$ cat src/hw/rtl/pss_pkg.sv
// pss_pkg: shared types and constants of the positional sequence store.
// Used by pss_cell, pss_ctrl and positional_sequence_store_top.
package pss_pkg;

  localparam int unsigned CAPACITY_DEF = 1024;
  localparam int unsigned POS_W        = 11;
  localparam int unsigned VAL_W        = 32;

  typedef enum logic [1:0] {
    OP_INSERT = 2'd0,
    OP_ERASE  = 2'd1,
    OP_READ   = 2'd2,
    OP_CLEAR  = 2'd3
  } op_t;

  typedef enum logic [1:0] {
    ST_OK    = 2'd0,
    ST_FULL  = 2'd1,
    ST_RANGE = 2'd2
  } status_t;

  typedef enum logic {
    S_IDLE,
    S_READ
  } state_t;

  typedef struct packed {
    op_t                     op;
    logic [POS_W-1:0]        position;
    logic signed [VAL_W-1:0] value;
  } req_t;

  typedef struct packed {
    logic signed [VAL_W-1:0] read_value;
    logic [POS_W-1:0]        length;
    status_t                 status;
  } rsp_t;

  // per-cycle command broadcast along the cell row
  typedef struct packed {
    logic                    ins;
    logic                    ers;
    logic                    snap;
    logic                    rshift;
    logic signed [VAL_W-1:0] value;
  } cell_ctl_t;

endpackage

$ cat src/hw/rtl/pss_ctrl.sv
// pss_ctrl: length count, operation decode, read sequencing and result register.
// Depends on pss_pkg; drives the command of the pss_cell row.
module pss_ctrl
  import pss_pkg::*;
#(
  parameter int unsigned CAPACITY = CAPACITY_DEF,
  parameter int unsigned CW       = POS_W
) (
  input  logic                    clk,
  input  logic                    rst,
  input  logic                    req_valid,
  output logic                    req_stall,
  input  req_t                    req,
  output logic                    rsp_valid,
  input  logic                    rsp_stall,
  output rsp_t                    rsp,
  input  logic signed [VAL_W-1:0] head_rd,
  output cell_ctl_t               ctl
);

  localparam logic [CW-1:0] CAP = CW'(CAPACITY);

  state_t        state, state_next;
  logic [CW-1:0] count, count_next;
  logic [CW-1:0] rcnt, rcnt_next;
  logic          rsp_valid_next;
  rsp_t          rsp_next;
  logic [CW-1:0] pos_x;
  logic          out_free;
  logic          take;

  assign pos_x    = CW'(req.position);
  assign out_free = !rsp_valid || !rsp_stall;
  assign take     = req_valid && !req_stall;

  always_comb begin
    state_next = state;
    unique case (state)
      S_IDLE: begin
        if (take && (req.op == OP_READ) && (pos_x < count)) begin
          state_next = S_READ;
        end
      end
      S_READ: begin
        if ((rcnt == '0) && out_free) begin
          state_next = S_IDLE;
        end
      end
      default: state_next = S_IDLE;
    endcase
  end

  always_comb begin
    ctl            = '0;
    ctl.value      = req.value;
    count_next     = count;
    rcnt_next      = rcnt;
    rsp_valid_next = rsp_valid && rsp_stall;
    rsp_next       = rsp;
    req_stall      = 1'b1;
    unique case (state)
      S_IDLE: begin
        req_stall = !out_free;
        if (take) begin
          rsp_valid_next = 1'b1;
          rsp_next       = '{read_value: '0, length: '0, status: ST_OK};
          unique case (req.op)
            OP_INSERT: begin
              if (count >= CAP) begin
                rsp_next.status = ST_FULL;
              end else if (pos_x > count) begin
                rsp_next.status = ST_RANGE;
              end else begin
                ctl.ins    = 1'b1;
                count_next = count + 1'b1;
              end
            end
            OP_ERASE: begin
              if (pos_x >= count) begin
                rsp_next.status = ST_RANGE;
              end else begin
                ctl.ers    = 1'b1;
                count_next = count - 1'b1;
              end
            end
            OP_READ: begin
              if (pos_x >= count) begin
                rsp_next.status = ST_RANGE;
              end else begin
                ctl.snap       = 1'b1;
                rcnt_next      = pos_x;
                rsp_valid_next = rsp_valid && rsp_stall;
                rsp_next       = rsp;
              end
            end
            OP_CLEAR: count_next = '0;
            default: ;
          endcase
          if (rsp_valid_next && !(rsp_valid && rsp_stall)) begin
            rsp_next.length = count_next[POS_W-1:0];
          end
        end
      end
      S_READ: begin
        if (rcnt != '0) begin
          ctl.rshift = 1'b1;
          rcnt_next  = rcnt - 1'b1;
        end else if (out_free) begin
          rsp_valid_next = 1'b1;
          rsp_next       = '{read_value: head_rd, length: count[POS_W-1:0], status: ST_OK};
        end
      end
      default: ;
    endcase
  end

  always_ff @(posedge clk) begin
    if (rst) begin
      state     <= S_IDLE;
      count     <= '0;
      rcnt      <= '0;
      rsp_valid <= 1'b0;
    end else begin
      state     <= state_next;
      count     <= count_next;
      rcnt      <= rcnt_next;
      rsp_valid <= rsp_valid_next;
    end
    rsp <= rsp_next;
  end

  a_count_bound: assert property (@(posedge clk) disable iff (rst) count <= CAP)
    else $error("length count above capacity");

  a_busy_stall: assert property (@(posedge clk) disable iff (rst)
    (state == S_READ) |-> req_stall)
    else $error("transfer possible during read-out");

  a_clear: assert property (@(posedge clk) disable iff (rst)
    (take && (req.op == OP_CLEAR)) |=> (count == '0))
    else $error("clear did not empty the store");

  a_full_hold: assert property (@(posedge clk) disable iff (rst)
    (take && (req.op == OP_INSERT) && (count >= CAP)) |=> $stable(count))
    else $error("insert into full store changed length");

  a_idle_rcnt: assert property (@(posedge clk) disable iff (rst)
    (state == S_IDLE) |-> (rcnt == '0))
    else $error("read-out counter left non-zero");

endmodule

$ cat config.mk
export PLATFORM = sky130hd
export DESIGN_NAME = pss_ctrl
export DESIGN_NICKNAME = d
export VERILOG_FILES = /design/src/hw/rtl/pss_pkg.sv /design/src/hw/rtl/pss_ctrl.sv
export SDC_FILE = /design/constraint.sdc
export NUM_CORES = 1
export LEC_CHECK = 0
export ABC_AREA = 1
export BUFFER_PORTS_ARGS = -buffer_cell sky130_fd_sc_hd__buf_4
export CAP_MARGIN = 40
export CORE_MARGIN = 1
export CORE_UTILIZATION = 54
export CTS_CLUSTER_DIAMETER = 100
export DETAILED_ROUTE_END_ITERATION = 10
export MAX_ROUTING_LAYER = met4
export PLACE_DENSITY = 0.86
export SYNTH_ARGS = -nofsm -noshare
export SYNTH_HDL_FRONTEND = slang
export SYNTH_SLANG_ARGS = --single-unit
$ cat constraint.sdc
create_clock -name clk -period 7.3 [get_ports clk]
set_input_delay 0.365 -clock clk [delete_from_list [all_inputs] [get_ports clk]]
set_output_delay 0.365 -clock clk [all_outputs]
set_load 0.01 [all_outputs]
==> impl_results.md <==
* Maxcap violations at 0
* Worst Path Arrival at between 3000 and 4000 ps
* Power Dens Cells at 209 nW/um^2
* Dpl hpwl at between 8000 and 9000 um
* Worst path depth at 11
* TritonCTS Buffers at 9
* RD Place Congestion at ~1.0
* Clock Path Buffers at 2
* Worst R2R Setup Slack at just under 4000 ps
* Grt total ovfl at 0
* Synth Instances at 581
* # Post-CTS Setup Buffers at 0
* NetSw at 0.374 mW
* Port-buffer cells at 99
* Fmax at 0.289 GHz
* Die Y-Extent at approximately 93 um
* # diodes at 0
* Clock Power Share at 0.251
* Die area at approximately 8600 sq um
* Final layout net count at 740
* Post-Syn Nets at about 680
* Post-Layout Cell Count at between 700 and 800
* Post-synth top area share at 0.304
* Gate power share at 0.298
* Sink Count at 69
* Rel. slew slack at 0.404
* Min-delay src: head_rd[6]
* Worst-Margin Slew at roughly 900 ps
* CP startpoint: count[10]
* Worst Setup End Kind: output port
* H-tree levels at 3
* Worst endpoint required time at between 6000 and 7000 ps
* Worst setup SP type: flip-flop
* DIE WIDTH at roughly 90 um
* Share of layout cells above drive strength 1 at 0.243
* Core area at slightly below 8000 sq um
* Routed Antenna Nets at 0
* Largest net degree at the start of global routing at 48
* Flop pwr share at 0.451
* Final hold viol count at 0
* Row cnt at 32
* Area delta synth->final at 17.2%
* Peak VDD IR at 131 uV
* First-pass DRT Iterations at 6
* RSZ-0062 raised after global routing: false
* Sequential area share after synthesis at 0.413
* Most common cell in the netlist: nand2_1
* Via/cell ratio at 5.57
* Internal power at roughly 0.71 mW
* Clock tree from TritonCTS: yes
* Vias in the first global route at approximately 3,700
* Initial Util at 0.566
* Layout Skew at roughly 19 ps
* All-Layer GR Usage at 0.270
* Drt wl/cell at 14.9 um
* Ys async rst share at 0
* CP delay by family, top: simple AND/OR/NAND/NOR gates
* Via count at roughly 4,200
* Critical path type: reg2out
* I/O pins at 164
* Placed Instances at about 740
* Root buf cell: clkbuf_8
* Top_reg_cell synth: edfxtp_1
* Clk slew on worst S/H paths at ~80 ps
* Outcome: finished, final reports clean
* Sw frac at 0.345
* # setup viols final at 0
* CP max-delay cell: ha_1
* Post-synth top cells: nand2_1 (149), inv_1 (76), nand3_1 (58), edfxtp_1 (45)
* #FFs+latches synth at 69
* Hold WC Path Type: in2reg
* R2r startpoint: count[10]
* # resized after CTS at 0
* Cell depth of the worst flop-to-flop path at 11
* Post-synth EDFFs at 45
* Routed WL at 11,200 um
* Setup TNS at 0 ps
* Tmin final at 3460 ps
* Area contributors post-synth: edfxtp_1 (30%), nand2_1 (13%), dfxtp_1 (11%), nand3_1 (6.5%), inv_1 (6.4%)
* Max Slew Vio Count at 0
* Setup crit end: ctl[35]
* R2r endpoint: rsp[20]
* Final worst path period share at 0.474
* Iter 0 DRT Violations at between 400 and 500
* First-pass GRT wire length at ~17,000 um
* Initial antenna violation count at 0
* Pleak at ~2.7 nW
* Post-synth top area cell: edfxtp_1
* Synth unique cells at 37
* CP Cell Sequence: clkinv_1 -> ha_1 -> nand2_2 -> nor2_2 -> nand3_2 -> nor2_4 -> inv_2 -> nand2_4 -> nand2_1 -> nor4_1 -> buf_4
* Mean post-synth cell area at around 7.6 sq um
* DR DRC count at 0
* CP max stage delay at roughly 530 ps
* Crit-path max FO at 19
* Synth Warn # at 0
* Bufs and invs on worst path at 3
* # hold bufs at CTS at 0
* Worst skew pair latency at around 350 ps
* Post-synthesis cell area at 4440 sq um
worst min-delay path by stage:
stage	end	depth (start not counted)
final	rsp[19]	3
after floorplan	rcnt[10]	2
after global placement	rcnt[10]	2
after global routing	rsp[18]	3
after detailed placement	rcnt[1]	2
after CTS	rsp[19]	3
logic make-up (layout without fill, tap and decap cells):
family,count (synthesis),after routing,synth area share
adders and majority gates,15,15,0.0423
buffers and inverters,141,209,0.153
and+or+nand+nor,281,281,0.295
AOI/OAI and AO/OA,69,69,0.0854
xor gates and xnor gates,6,6,0.0118
DFF,69,69,0.413
layout make-up:
| class | count | area (sq um) |
|---|---|---|
| inverter | 91 | 347 |
| sequential | 69 | 1830 |
| tap | 102 | 128 |
| fill | 626 | 2650 |
| clock buffer | 9 | 124 |
| multi-input combinational | 371 | 1940 |
| timing repair buffer | 102 | 786 |
| clock inverter | 7 | 48.8 |
worst register-to-register path, stage by stage, from the launching register on:
cell      delay, ps
dfxtp_1         390
clkinv_1        470
ha_1            540
nand2_2          80
nor2_2          140
nand2_1         110
nand3_4         150
clkinv_4         70
nand2_4         140
o21ai_0         220
a21oi_4         510
buf_16          230
registers in the layout (all words and copies together) (netlist names):
register,count
rsp,45
rsp_valid,1
count,11
rcnt,11
state,1
per-stage QoR:
step           utilization  worst slack, ps  area [sq um]  hold WS, ps  power [mW]
2_1_floorplan            -             3280          4440          462       0.712
3_3_place_gp         0.636             3910          4990          477       0.801
3_5_place_dp         0.641             4010          5030          488       0.815
4_1_cts              0.663             3870          5200          269        1.09
5_1_grt              0.663             3680          5200          280        1.14
6_report             0.663             3840          5200          272        1.09
placed cells by master, fill, tap and decap left out:
cell type,synthesis,layout
clkinv_1,3,4
inv_2,11,11
xor2_1,6,6
o21ai_1,24,24
nand3b_1,1,1
o211ai_1,1,1
buf_4,34,101
inv_6,0,2
nand3_1,58,58
nand3_4,1,1
nor3_1,6,6
o31ai_1,2,2
ha_1,15,15
a21oi_2,3,3
nand3_2,5,5
inv_1,76,76
clkbuf_8,0,9
o21ai_2,2,2
nor2_1,34,34
dfxtp_1,24,24
nand2_4,4,4
o21ai_0,12,12
nor2_2,5,5
nor2_8,1,1
edfxtp_1,45,45
buf_16,0,1
a21oi_4,0,1
a211oi_1,1,1
clkinvlp_4,0,3
clkinv_4,1,1
nand4_1,8,8
nor4_1,2,2
nor2_4,3,3
a31oi_1,4,4
clkinvlp_2,0,1
nand2_1,149,149
a21oi_1,20,19
nand2_2,2,2
nor3_2,2,2
power groups by stage:
stage / Combinational [mW] / Sequential [mW] / Clock (mW)
2_1_floorplan: 0.203 / 0.509 / 0
3_3_place_gp: 0.304 / 0.497 / 0
3_5_place_dp: 0.317 / 0.498 / 0
4_1_cts: 0.318 / 0.490 / 0.278
5_1_grt: 0.353 / 0.494 / 0.293
6_report: 0.323 / 0.490 / 0.272
per-layer routing:
layer / global-route usage / vias to the layer above / share of wire
met5: - / - / 0
met4: 0.141 / 0 / 0.035
met3: 0.0501 / 58 / 0.12
met2: 0.420 / 308 / 0.45
met1: 0.336 / 1838 / 0.40
li1: - / 1979 / -
No activity file was read; power rests on OpenSTA's default activity.
