**config.mk**
```make
export PLATFORM = sky130hd
export DESIGN_NAME = pss_cell
export DESIGN_NICKNAME = d
export VERILOG_FILES = /design/src/hw/rtl/pss_pkg.sv /design/src/hw/rtl/pss_cell.sv
export SDC_FILE = /design/constraint.sdc
export NUM_CORES = 1
export LEC_CHECK = 0
export BUFFER_PORTS_ARGS = -buffer_cell sky130_fd_sc_hd__buf_2
export CAP_MARGIN = 20
export CORE_AREA = 5 5 94 96
export CTS_CLUSTER_DIAMETER = 60
export DETAILED_ROUTE_END_ITERATION = 7
export DIE_AREA = 0 0 99 101
export HOLD_SLACK_MARGIN = 0.05
export PLACE_DENSITY = 0.83
export SYNTH_ARGS = -nofsm -noshare
export SYNTH_HDL_FRONTEND = slang
export SYNTH_SLANG_ARGS = --single-unit
```
**constraint.sdc**
```tcl
create_clock -name clk -period 2.6 [get_ports clk]
set_input_delay 0.52 -clock clk [delete_from_list [all_inputs] [get_ports clk]]
set_output_delay 0.52 -clock clk [all_outputs]
set_load 0.05 [all_outputs]
```
**src/hw/rtl/pss_pkg.sv**
```systemverilog
// pss_pkg: shared types and constants of the positional sequence store.
// Used by pss_cell, pss_ctrl and positional_sequence_store_top.
package pss_pkg;

  localparam int unsigned CAPACITY_DEF = 1024;
  localparam int unsigned POS_W        = 11;
  localparam int unsigned VAL_W        = 32;

  typedef enum logic [1:0] {
    OP_INSERT = 2'd0,
    OP_ERASE  = 2'd1,
    OP_READ   = 2'd2,
    OP_CLEAR  = 2'd3
  } op_t;

  typedef enum logic [1:0] {
    ST_OK    = 2'd0,
    ST_FULL  = 2'd1,
    ST_RANGE = 2'd2
  } status_t;

  typedef enum logic {
    S_IDLE,
    S_READ
  } state_t;

  typedef struct packed {
    op_t                     op;
    logic [POS_W-1:0]        position;
    logic signed [VAL_W-1:0] value;
  } req_t;

  typedef struct packed {
    logic signed [VAL_W-1:0] read_value;
    logic [POS_W-1:0]        length;
    status_t                 status;
  } rsp_t;

  // per-cycle command broadcast along the cell row
  typedef struct packed {
    logic                    ins;
    logic                    ers;
    logic                    snap;
    logic                    rshift;
    logic signed [VAL_W-1:0] value;
  } cell_ctl_t;

endpackage

```
**src/hw/rtl/pss_cell.sv**
```systemverilog
// pss_cell: one storage slot of the sequence, plus one stage of the read-out line.
// Depends on pss_pkg.
module pss_cell
  import pss_pkg::*;
#(
  parameter int unsigned INDEX = 0,
  parameter int unsigned PW    = POS_W
) (
  input  logic                    clk,
  input  cell_ctl_t               ctl,
  input  logic [PW-1:0]           pos,
  input  logic signed [VAL_W-1:0] left_data,
  input  logic signed [VAL_W-1:0] right_data,
  input  logic signed [VAL_W-1:0] right_rd,
  output logic signed [VAL_W-1:0] data,
  output logic signed [VAL_W-1:0] rd
);

  localparam logic [PW-1:0] IDX = PW'(INDEX);

  logic signed [VAL_W-1:0] data_next;
  logic signed [VAL_W-1:0] rd_next;

  always_comb begin
    data_next = data;
    if (ctl.ins) begin
      if (IDX > pos) begin
        data_next = left_data;
      end else if (IDX == pos) begin
        data_next = ctl.value;
      end
    end else if (ctl.ers && (IDX >= pos)) begin
      data_next = right_data;
    end
  end

  always_comb begin
    rd_next = rd;
    if (ctl.snap) begin
      rd_next = data;
    end else if (ctl.rshift) begin
      rd_next = right_rd;
    end
  end

  always_ff @(posedge clk) begin
    data <= data_next;
    rd   <= rd_next;
  end

endmodule

```
==> results of run 1 <==
==> cell usage in the layout (no fill, tap or decap) <==
master,instances
clkinv_1,1
clkinv_2,3
buf_4,6
or2_1,1
nor3_1,1
mux2_4,58
edfxtp_1,64
clkbuf_8,9
nor4_1,2
mux2_2,6
clkinvlp_4,1
buf_2,175
o2111a_1,1
==> flip-flops by register name, summed over array words and instances, names as in the netlist <==
| signal | cells |
|---|---|
| data | 32 |
| rd | 32 |
==> per-stage QoR <==
stage	hold slack [ps]	total power [µW]
detailed placement	559.5	1625
CTS	475.6	2300
global placement	556.4	1615
global route	468.5	2371
finish	494.1	2265
floorplan	737.5	1505
==> logic make-up (layout without fill, tap and decap cells) <==
logic type,Yosys count,in the layout
buffers and inverters,8,195
muxes,64,64
DFF,64,64
and+or+nand+nor,4,4
AOI/OAI and AO/OA,1,1
==> Yosys cell counts <==
master / instances
edfxtp_1: 64
mux2_4: 58
buf_12: 6
mux2_2: 6
buf_6: 2
nor4_1: 2
nor3_1: 1
o2111a_1: 1
or2_1: 1
==> layout make-up <==
class	count	area [µm²]	area share
clock buffer	9	123.9	0.03023
clock inverter	5	26.28	0.006412
multi-input combinational	69	973.4	0.2376
sequential	64	1922	0.4690
tap	105	131.4	0.03206
timing repair buffer	181	920.9	0.2247
==> power breakdown <==
part / switching [µW] / total, µW / internal [µW]
sequential: 7.90 / 1190 / 1180
combinational: 225 / 408 / 183
clock: 342 / 668 / 326
total: 575 / 2270 / 1690
==> final timing paths <==
check / from / to / slack [ps]
worst min-delay path: right_data[17] / data[17] / 490
worst min register to register: data[9] / rd[9] / 580
worst max-delay path: pos[8] / data[5] / 1060
worst max register to register: data[27] / rd[27] / 1670
==> routing by layer <==
layer / wire [µm] / vias to the layer above
li1: - / 920
met1: 2513 / 921
met2: 3645 / 90
met3: 555 / 13
met4: 178 / 0
met5: 0 / -
==> impl_metrics.json, run 1 <==
{
  "critical_path_class": "input pin to register",
  "routed_wl_mm": 6.894,
  "hold_class": "input pin to register",
  "cts_buffers": 9,
  "synth_area_leaders": "edfxtp_1 63%, mux2_4 29%, buf_12 4.0%",
  "grt_setup_unrepaired": "no",
  "synth_top_family_by_area": "multiplexers",
  "synth_fa_ha_area_frac": 0,
  "synth-seq-cells": 64,
  "grt_usage": 0.1385,
  "fin_crit_ps": 1536,
  "grt-ovfl-total": 0,
  "worstPathRequired_ps": 2580,
  "synth_compound_area_frac": 0.003707,
  "grt_pass1_wl_mm": 10.47,
  "muxShareOfSynthArea": 0.3089,
  "final_cells": 433,
  "cpPeakStageDelay_ps": 380,
  "critical_path_peak_fanout": 32,
  "placed_cells": 419,
  "cellLeakagePower_uw": 0.001918,
  "num_vias": 1944,
  "io_pins": 208,
  "cp_num_buf_inv": 2,
  "power_density_nw_per_um2": 552.8,
  "die_y_um": 101,
  "wire_per_inst_um": 15.92,
  "slowest_stage": "buf_4",
  "synthSimpleGateAreaFrac": 0.007825,
  "antenna_found_initial": 0,
  "relSlewSlack": 0.7177,
  "drtAntennaViolNets": 0,
  "worst_ir_drop_vdd_v": 0.0002000,
  "met1_usage": 0.1497,
  "num_rows": 33,
  "tightest_slew_ps": 423.5,
  "synthToLayoutAreaGrowth_pct": 34.88,
  "core-area_um2": 7969,
  "setup_viol": 0,
  "synth_top_cell_area_share": 0.6326,
  "holdPathStages": 2,
  "fmax_ghz": 0.6511,
  "hold_viol": 0,
  "grt_max_degree": 33,
  "syn-num-nets": 285,
  "syn_area_per_cell_um2": 21.55,
  "diodes": 0,
  "firstDrtPassIters": 4,
  "dp.final_hpwl_mm": 5.579,
  "cp.depth": 4,
  "dieArea_um2": 9999,
  "synth_xor_area_frac": 0,
  "status": "finished clean",
  "cts_resized": 0,
  "period_share": 0.5907,
  "crit_family": "buffers and inverters",
  "drive_gt1_frac": 0.7866,
  "fillers": 695,
  "fin_area_um2": 4098,
  "vias_per_cell": 4.490,
  "cts.sinks": 64,
  "globalplace.congestion": 0.7866,
  "pre_cts_ws_ps": 704.8,
  "cp-end-kind": "register",
  "path_clk_slew_ps": 60,
  "seq_area_frac_synth": 0.6326,
  "fp.dieW_um": 99,
  "reg2reg_depth": 1,
  "crit_chain": "buf_2 -> nor4_1 -> o2111a_1 -> buf_4",
  "postPlaceCellArea_um2": 3948,
  "h-tree-depth": 3,
  "critPathArrivalTime_ps": 1510,
  "startpoint_type": "input pin",
  "clk_latency_ps": 320,
  "cts.path.max_buffers": 2,
  "first_iter_violations": 42,
  "initial_core_util": 0.3812,
  "synth_area_um2": 3038,
  "fin_nets": 469,
  "slew_viol_final": 0,
  "cts_hold_buf": 0,
  "root_buffer": "clkbuf_8",
  "yosysTopAreaCell": "edfxtp_1",
  "worst_slack_ps": 1064,
  "netlist_instances": 141,
  "cts_setup_buffers": 0,
  "setup_tns_ps": 0,
  "final_core_util": 0.5142,
  "use_met3": 0.04291,
  "drc_errors": 0,
  "synth_cell_types": 9,
  "tritoncts": "built",
  "drv_cap": 0,
  "grt_pass1_vias": 2080,
  "busiest_layer": "met2",
  "clock_skew_ps": 3.632,
  "synth_warnings": 0,
  "port_buffers": 175,
  "use_met2": 0.2443
}
No activity file was read; power rests on OpenSTA's default activity.
==> run 2, diff against run 1 <==
CORE_AREA = 5 5 96 98   (was 5 5 94 96)
DIE_AREA = 0 0 101 103   (was 0 0 99 101)
clock period = 1.28 ns   (was 2.6 ns; I/O delays follow)
==> run 2 against run 1 <==
Compared with the run above:
- worst hold slack got worse by 260 ps
- critical path depth fell by 3
- design area rose by 2.5%
- utilization fell by 1.3 points
- routed wire length rose by 2.9%
- sequential share of layout area fell by 1.1 points
- cell count rose by 0.92%
- non-clock buffer count rose by 1
- largest cell class unchanged
- highest routed layer unchanged
==> impl_metrics.json, run 2 (synthesis results as in run 1) <==
{
  "status": "finished clean",
  "drive_gt1_frac": 0.7994,
  "routed_wl_mm": 7.096,
  "drc_errors": 0,
  "grt_setup_unrepaired": "no",
  "power.share.clock": 0.296,
  "tightest_slew_ps": 452.7,
  "fp.dieW_um": 101,
  "dp.final_hpwl_mm": 5.658,
  "num_vias": 1952,
  "cts_buffers": 9,
  "reg_top3": "data x32, rd x32",
  "switching_share": 0.2571,
  "crit_chain": "buf_2",
  "period_share": 0.9519,
  "netSwitchingPower_uw": 1194,
  "critPathArrivalTime_ps": 960,
  "dieArea_um2": 10400,
  "cts.sinks": 64,
  "critical_path_class": "register to primary output",
  "clk_latency_ps": 320,
  "path_clk_slew_ps": 70,
  "cts_hold_buf": 0,
  "cellLeakagePower_uw": 0.001945,
  "pwr-share-comb": 0.184,
  "drv_cap": 0,
  "p_seq_frac": 0.520,
  "fmax_ghz": 0.8208,
  "hold_viol": 0,
  "final_core_util": 0.5010,
  "io_pins": 208,
  "rrSetupSlack_ps": 330,
  "p_int_uw": 3450,
  "grt_pass1_wl_mm": 10.53,
  "worstPathRequired_ps": 1020,
  "fin_nets": 470,
  "port_buffers": 175,
  "fin_crit_ps": 1218,
  "setup_viol": 0,
  "fillers": 726,
  "cp-end-kind": "primary output",
  "root_buffer": "clkbuf_8",
  "h-tree-depth": 3,
  "r2r_start": "data[17]",
  "power_density_nw_per_um2": 1106,
  "antenna_found_initial": 0,
  "fin_area_um2": 4199,
  "grt-ovfl-total": 0,
  "cts_setup_buffers": 0,
  "synthToLayoutAreaGrowth_pct": 38.22,
  "final_common_cell": "buf_2",
  "firstDrtPassIters": 4,
  "num_rows": 34,
  "critPathLaunch": "data[29]",
  "cts.path.max_buffers": 2,
  "first_iter_violations": 37,
  "grt_pass1_vias": 2116,
  "critical_path_peak_fanout": 2,
  "crit_family": "flip-flops",
  "slowest_stage": "edfxtp_1",
  "vias_per_cell": 4.467,
  "core-area_um2": 8381,
  "wire_per_inst_um": 16.24,
  "most-common-layout-cells": "174 x buf_2, 64 x edfxtp_1, 58 x mux2_4, 9 x clkbuf_8, 6 x mux2_2",
  "grt_usage": 0.1312,
  "cpPeakStageDelay_ps": 410,
  "cp_num_buf_inv": 1,
  "diodes": 0,
  "holdCritStartpoint": "ctl[2]",
  "relSlewSlack": 0.6982,
  "clock_skew_ps": 11.25,
  "hold_class": "input pin to register",
  "postPlaceCellArea_um2": 4046,
  "worst_ir_drop_vdd_v": 0.0004263,
  "drtAntennaViolNets": 0,
  "tritoncts": "built",
  "globalplace.congestion": 0.7399,
  "startpoint_type": "register",
  "initial_core_util": 0.3625,
  "grt_max_degree": 33,
  "die_y_um": 103,
  "slew_viol_final": 0
}
-- run 2: cell count changes in the layout (fill, tap and decap cells not counted) --
cell / change
buf_4: -3
o2111a_1: -1
or2_1: -1
o2111a_2: +1
nor4_4: +1
or2_4: +1
nor4_1: -2
buf_2: -1
buf_12: +5
nor4_2: +1
-- run 2: layout make-up --
class	instances	area, µm²	area share
multi-input combinational	69	998.5	0.2378
clock buffer	9	123.9	0.02950
timing repair buffer	182	993.5	0.2366
sequential	64	1922	0.4577
clock inverter	5	26.28	0.006257
tap	108	135.1	0.03218
-- run 2: stage by stage --
stage	total power [µW]	cells	hold WS (ps)	TNS [ps]	worst slack, ps
global route	4848	437	204.2	0	2.105
floorplan	3062	141	473.5	-6110	-190.9
finish	4644	437	229.3	0	61.61
detailed placement	3324	423	559.6	-6326	-147.8
CTS	4708	437	208.7	0	29.23
global placement	3305	423	554.8	-5257	-118.0
-- run 2: worst paths after layout --
kind | to | cells past startpoint
setup / recovery | data[29] | 1
hold / removal | data[2] | 2
setup reg to reg | rd[17] | 1
hold reg to reg | rd[16] | 1
-- run 2: timing repair --
action	in CTS	in global routing
hold endpoints to repair	0	0
resized for setup	0	2
setup endpoints to repair	0	1
-- run 2: power by group through the flow --
stage                     combinational (µW)  clock (µW)  sequential [µW]
after detailed placement                 864           0             2460
after global placement                   846           0             2460
after global routing                     902        1530             2420
final                                    855        1370             2410
after floorplan                          328           0             2730
after CTS                                866        1430             2420
-- run 2: layer usage --
metal | vias to the layer above | track usage | part of all wire
met5 | - | 0 | 0
met4 | 0 | 0.05419 | 0.017
met3 | 11 | 0.03586 | 0.074
met2 | 84 | 0.2405 | 0.56
met1 | 932 | 0.1430 | 0.35
li1 | 925 | - | -
==> run 3, diff against run 2 <==
SETUP_SLACK_MARGIN = 0.5   (was not set)
==> run 3 against run 2 <==
Compared with the run above:
- die area is the same
- largest cell class unchanged
- critical endpoint is now data[8]
- clock power grew 5%
- non-clock buffer count is 27 higher
- global-route usage increased by 2.5 points
- critical path depth did not move
- routed wire length rose by 20%
- cell count increased by 7.1%
==> impl_metrics.json, run 3 (synthesis results as in run 1) <==
{
  "critPathArrivalTime_ps": 950,
  "first_iter_violations": 32,
  "postPlaceCellArea_um2": 4074,
  "grt_max_degree": 20,
  "num_rows": 34,
  "io_pins": 208,
  "status": "finished clean",
  "diodes": 0,
  "most-common-layout-cells": "105 x buf_2, 81 x buf_6, 64 x mux2_4, 64 x edfxtp_1",
  "reg_top3": "data x32, rd x32",
  "fin_crit_ps": 1208,
  "root_buffer": "clkbuf_8",
  "grt_pass1_vias": 2207,
  "period_share": 0.9441,
  "synthToLayoutAreaGrowth_pct": 67.87,
  "grt-ovfl-total": 0,
  "critical_path_class": "register to primary output",
  "fin_area_um2": 5100,
  "wire_per_inst_um": 18.18,
  "fin_nets": 500,
  "cts_hold_buf": 0,
  "grt_setup_unrepaired": "yes",
  "dp.final_hpwl_mm": 5.609,
  "worst_ir_drop_vdd_v": 0.0004711,
  "fp.dieW_um": 101,
  "slew_viol_final": 0,
  "core-area_um2": 8381,
  "relSlewSlack": 0.8710,
  "tightest_slew_ps": 192.0,
  "antenna_found_initial": 0,
  "critical_path_peak_fanout": 2,
  "rrSetupSlack_ps": 120,
  "grt_pass1_wl_mm": 11.94,
  "vias_per_cell": 4.592,
  "dieArea_um2": 10400,
  "crit_family": "flip-flops",
  "hold_viol": 0,
  "die_y_um": 103,
  "globalplace.congestion": 0.6961,
  "routed_wl_mm": 8.509,
  "setup_viol": 0,
  "grt_usage": 0.1559,
  "final_common_cell": "buf_2",
  "hold_slack_ps": 214.1,
  "cp_num_buf_inv": 1,
  "startpoint_type": "register",
  "firstDrtPassIters": 4,
  "slowest_stage": "edfxtp_1",
  "cellLeakagePower_uw": 0.002332,
  "fmax_ghz": 0.8275,
  "clk_latency_ps": 330,
  "cts.sinks": 64,
  "final_core_util": 0.6085,
  "crit_chain": "buf_6",
  "drive_gt1_frac": 0.8139,
  "h-tree-depth": 3,
  "fillers": 643,
  "cts.path.max_buffers": 2,
  "drtAntennaViolNets": 0,
  "cp-end-kind": "primary output",
  "cpPeakStageDelay_ps": 430,
  "num_vias": 2149,
  "port_buffers": 175,
  "power_density_nw_per_um2": 962.3,
  "hold_class": "input pin to register",
  "path_clk_slew_ps": 70,
  "tritoncts": "built",
  "cts_buffers": 9,
  "initial_core_util": 0.3625,
  "drc_errors": 0,
  "drv_cap": 0,
  "clock_skew_ps": 3.432,
  "worstPathRequired_ps": 1020
}
[run 3: changes by cell type in the layout (fill, tap and decap cells not counted), moves of 3 or more]
cell    delta
buf_16     +5
buf_4      +6
mux2_2     -6
mux2_4     +6
buf_6     +81
buf_2     -69
or2_4      +3
[run 3: repair_timing]
item / CTS / global route
buffers inserted: 11 / 10
gates cloned: 8 / 2
endpoints found under the hold margin: 0 / 0
pin swaps: 3 / 2
endpoints found under the setup margin: 192 / 128
gates resized for setup: 145 / 14
[run 3: power breakdown]
group / total, µW / switching, µW / internal (µW) / leakage [µW]
clock network: 1440 / 762 / 683 / 0.0000789
logic: 1030 / 497 / 533 / 0.00164
registers: 2430 / 32.4 / 2400 / 0.000614
total: 4910 / 1290 / 3620 / 0.00233
[run 3: routing by layer]
layer,up-vias,share of wire,global-route usage
met5,-,0,0
met4,0,0.014,0.04908
met3,12,0.074,0.05210
met2,102,0.57,0.2922
met1,1039,0.34,0.1651
li1,996,-,-
[run 3: worst register-to-register path, stage by stage, from the launching register on]
cell,delay [ps]
edfxtp_1,430
buf_6,140
buf_6,100
mux2_4,240
[run 3: per-stage QoR]
step                      setup slack [ps]  total power, µW  cells  setup TNS (ps)
final                                71.55             4908    468               0
after global routing                 21.87             5107    468               0
after CTS                            65.09             4947    456               0
after detailed placement            -143.8             3338    422           -4458
after global placement              -115.9             3318    422           -3342
after floorplan                     -190.9             3076    141           -6110
[run 3: cell type report]
class / instances / area [µm²] / share of cell area
Multi-Input combinational cell: 72 / 1056 / 0.2071
Tap cell: 108 / 135.1 / 0.02650
Clock buffer: 11 / 131.4 / 0.02576
Sequential cell: 64 / 1922 / 0.3768
Timing Repair Buffer: 209 / 1833 / 0.3594
Clock inverter: 4 / 22.52 / 0.004416
[run 3: worst paths after layout]
path | start | end | depth (start not counted)
max reg2reg | data[22] | rd[22] | 3
max | data[8] | data[8] | 1
min | ctl[7] | data[7] | 2
min reg2reg | data[14] | rd[14] | 1
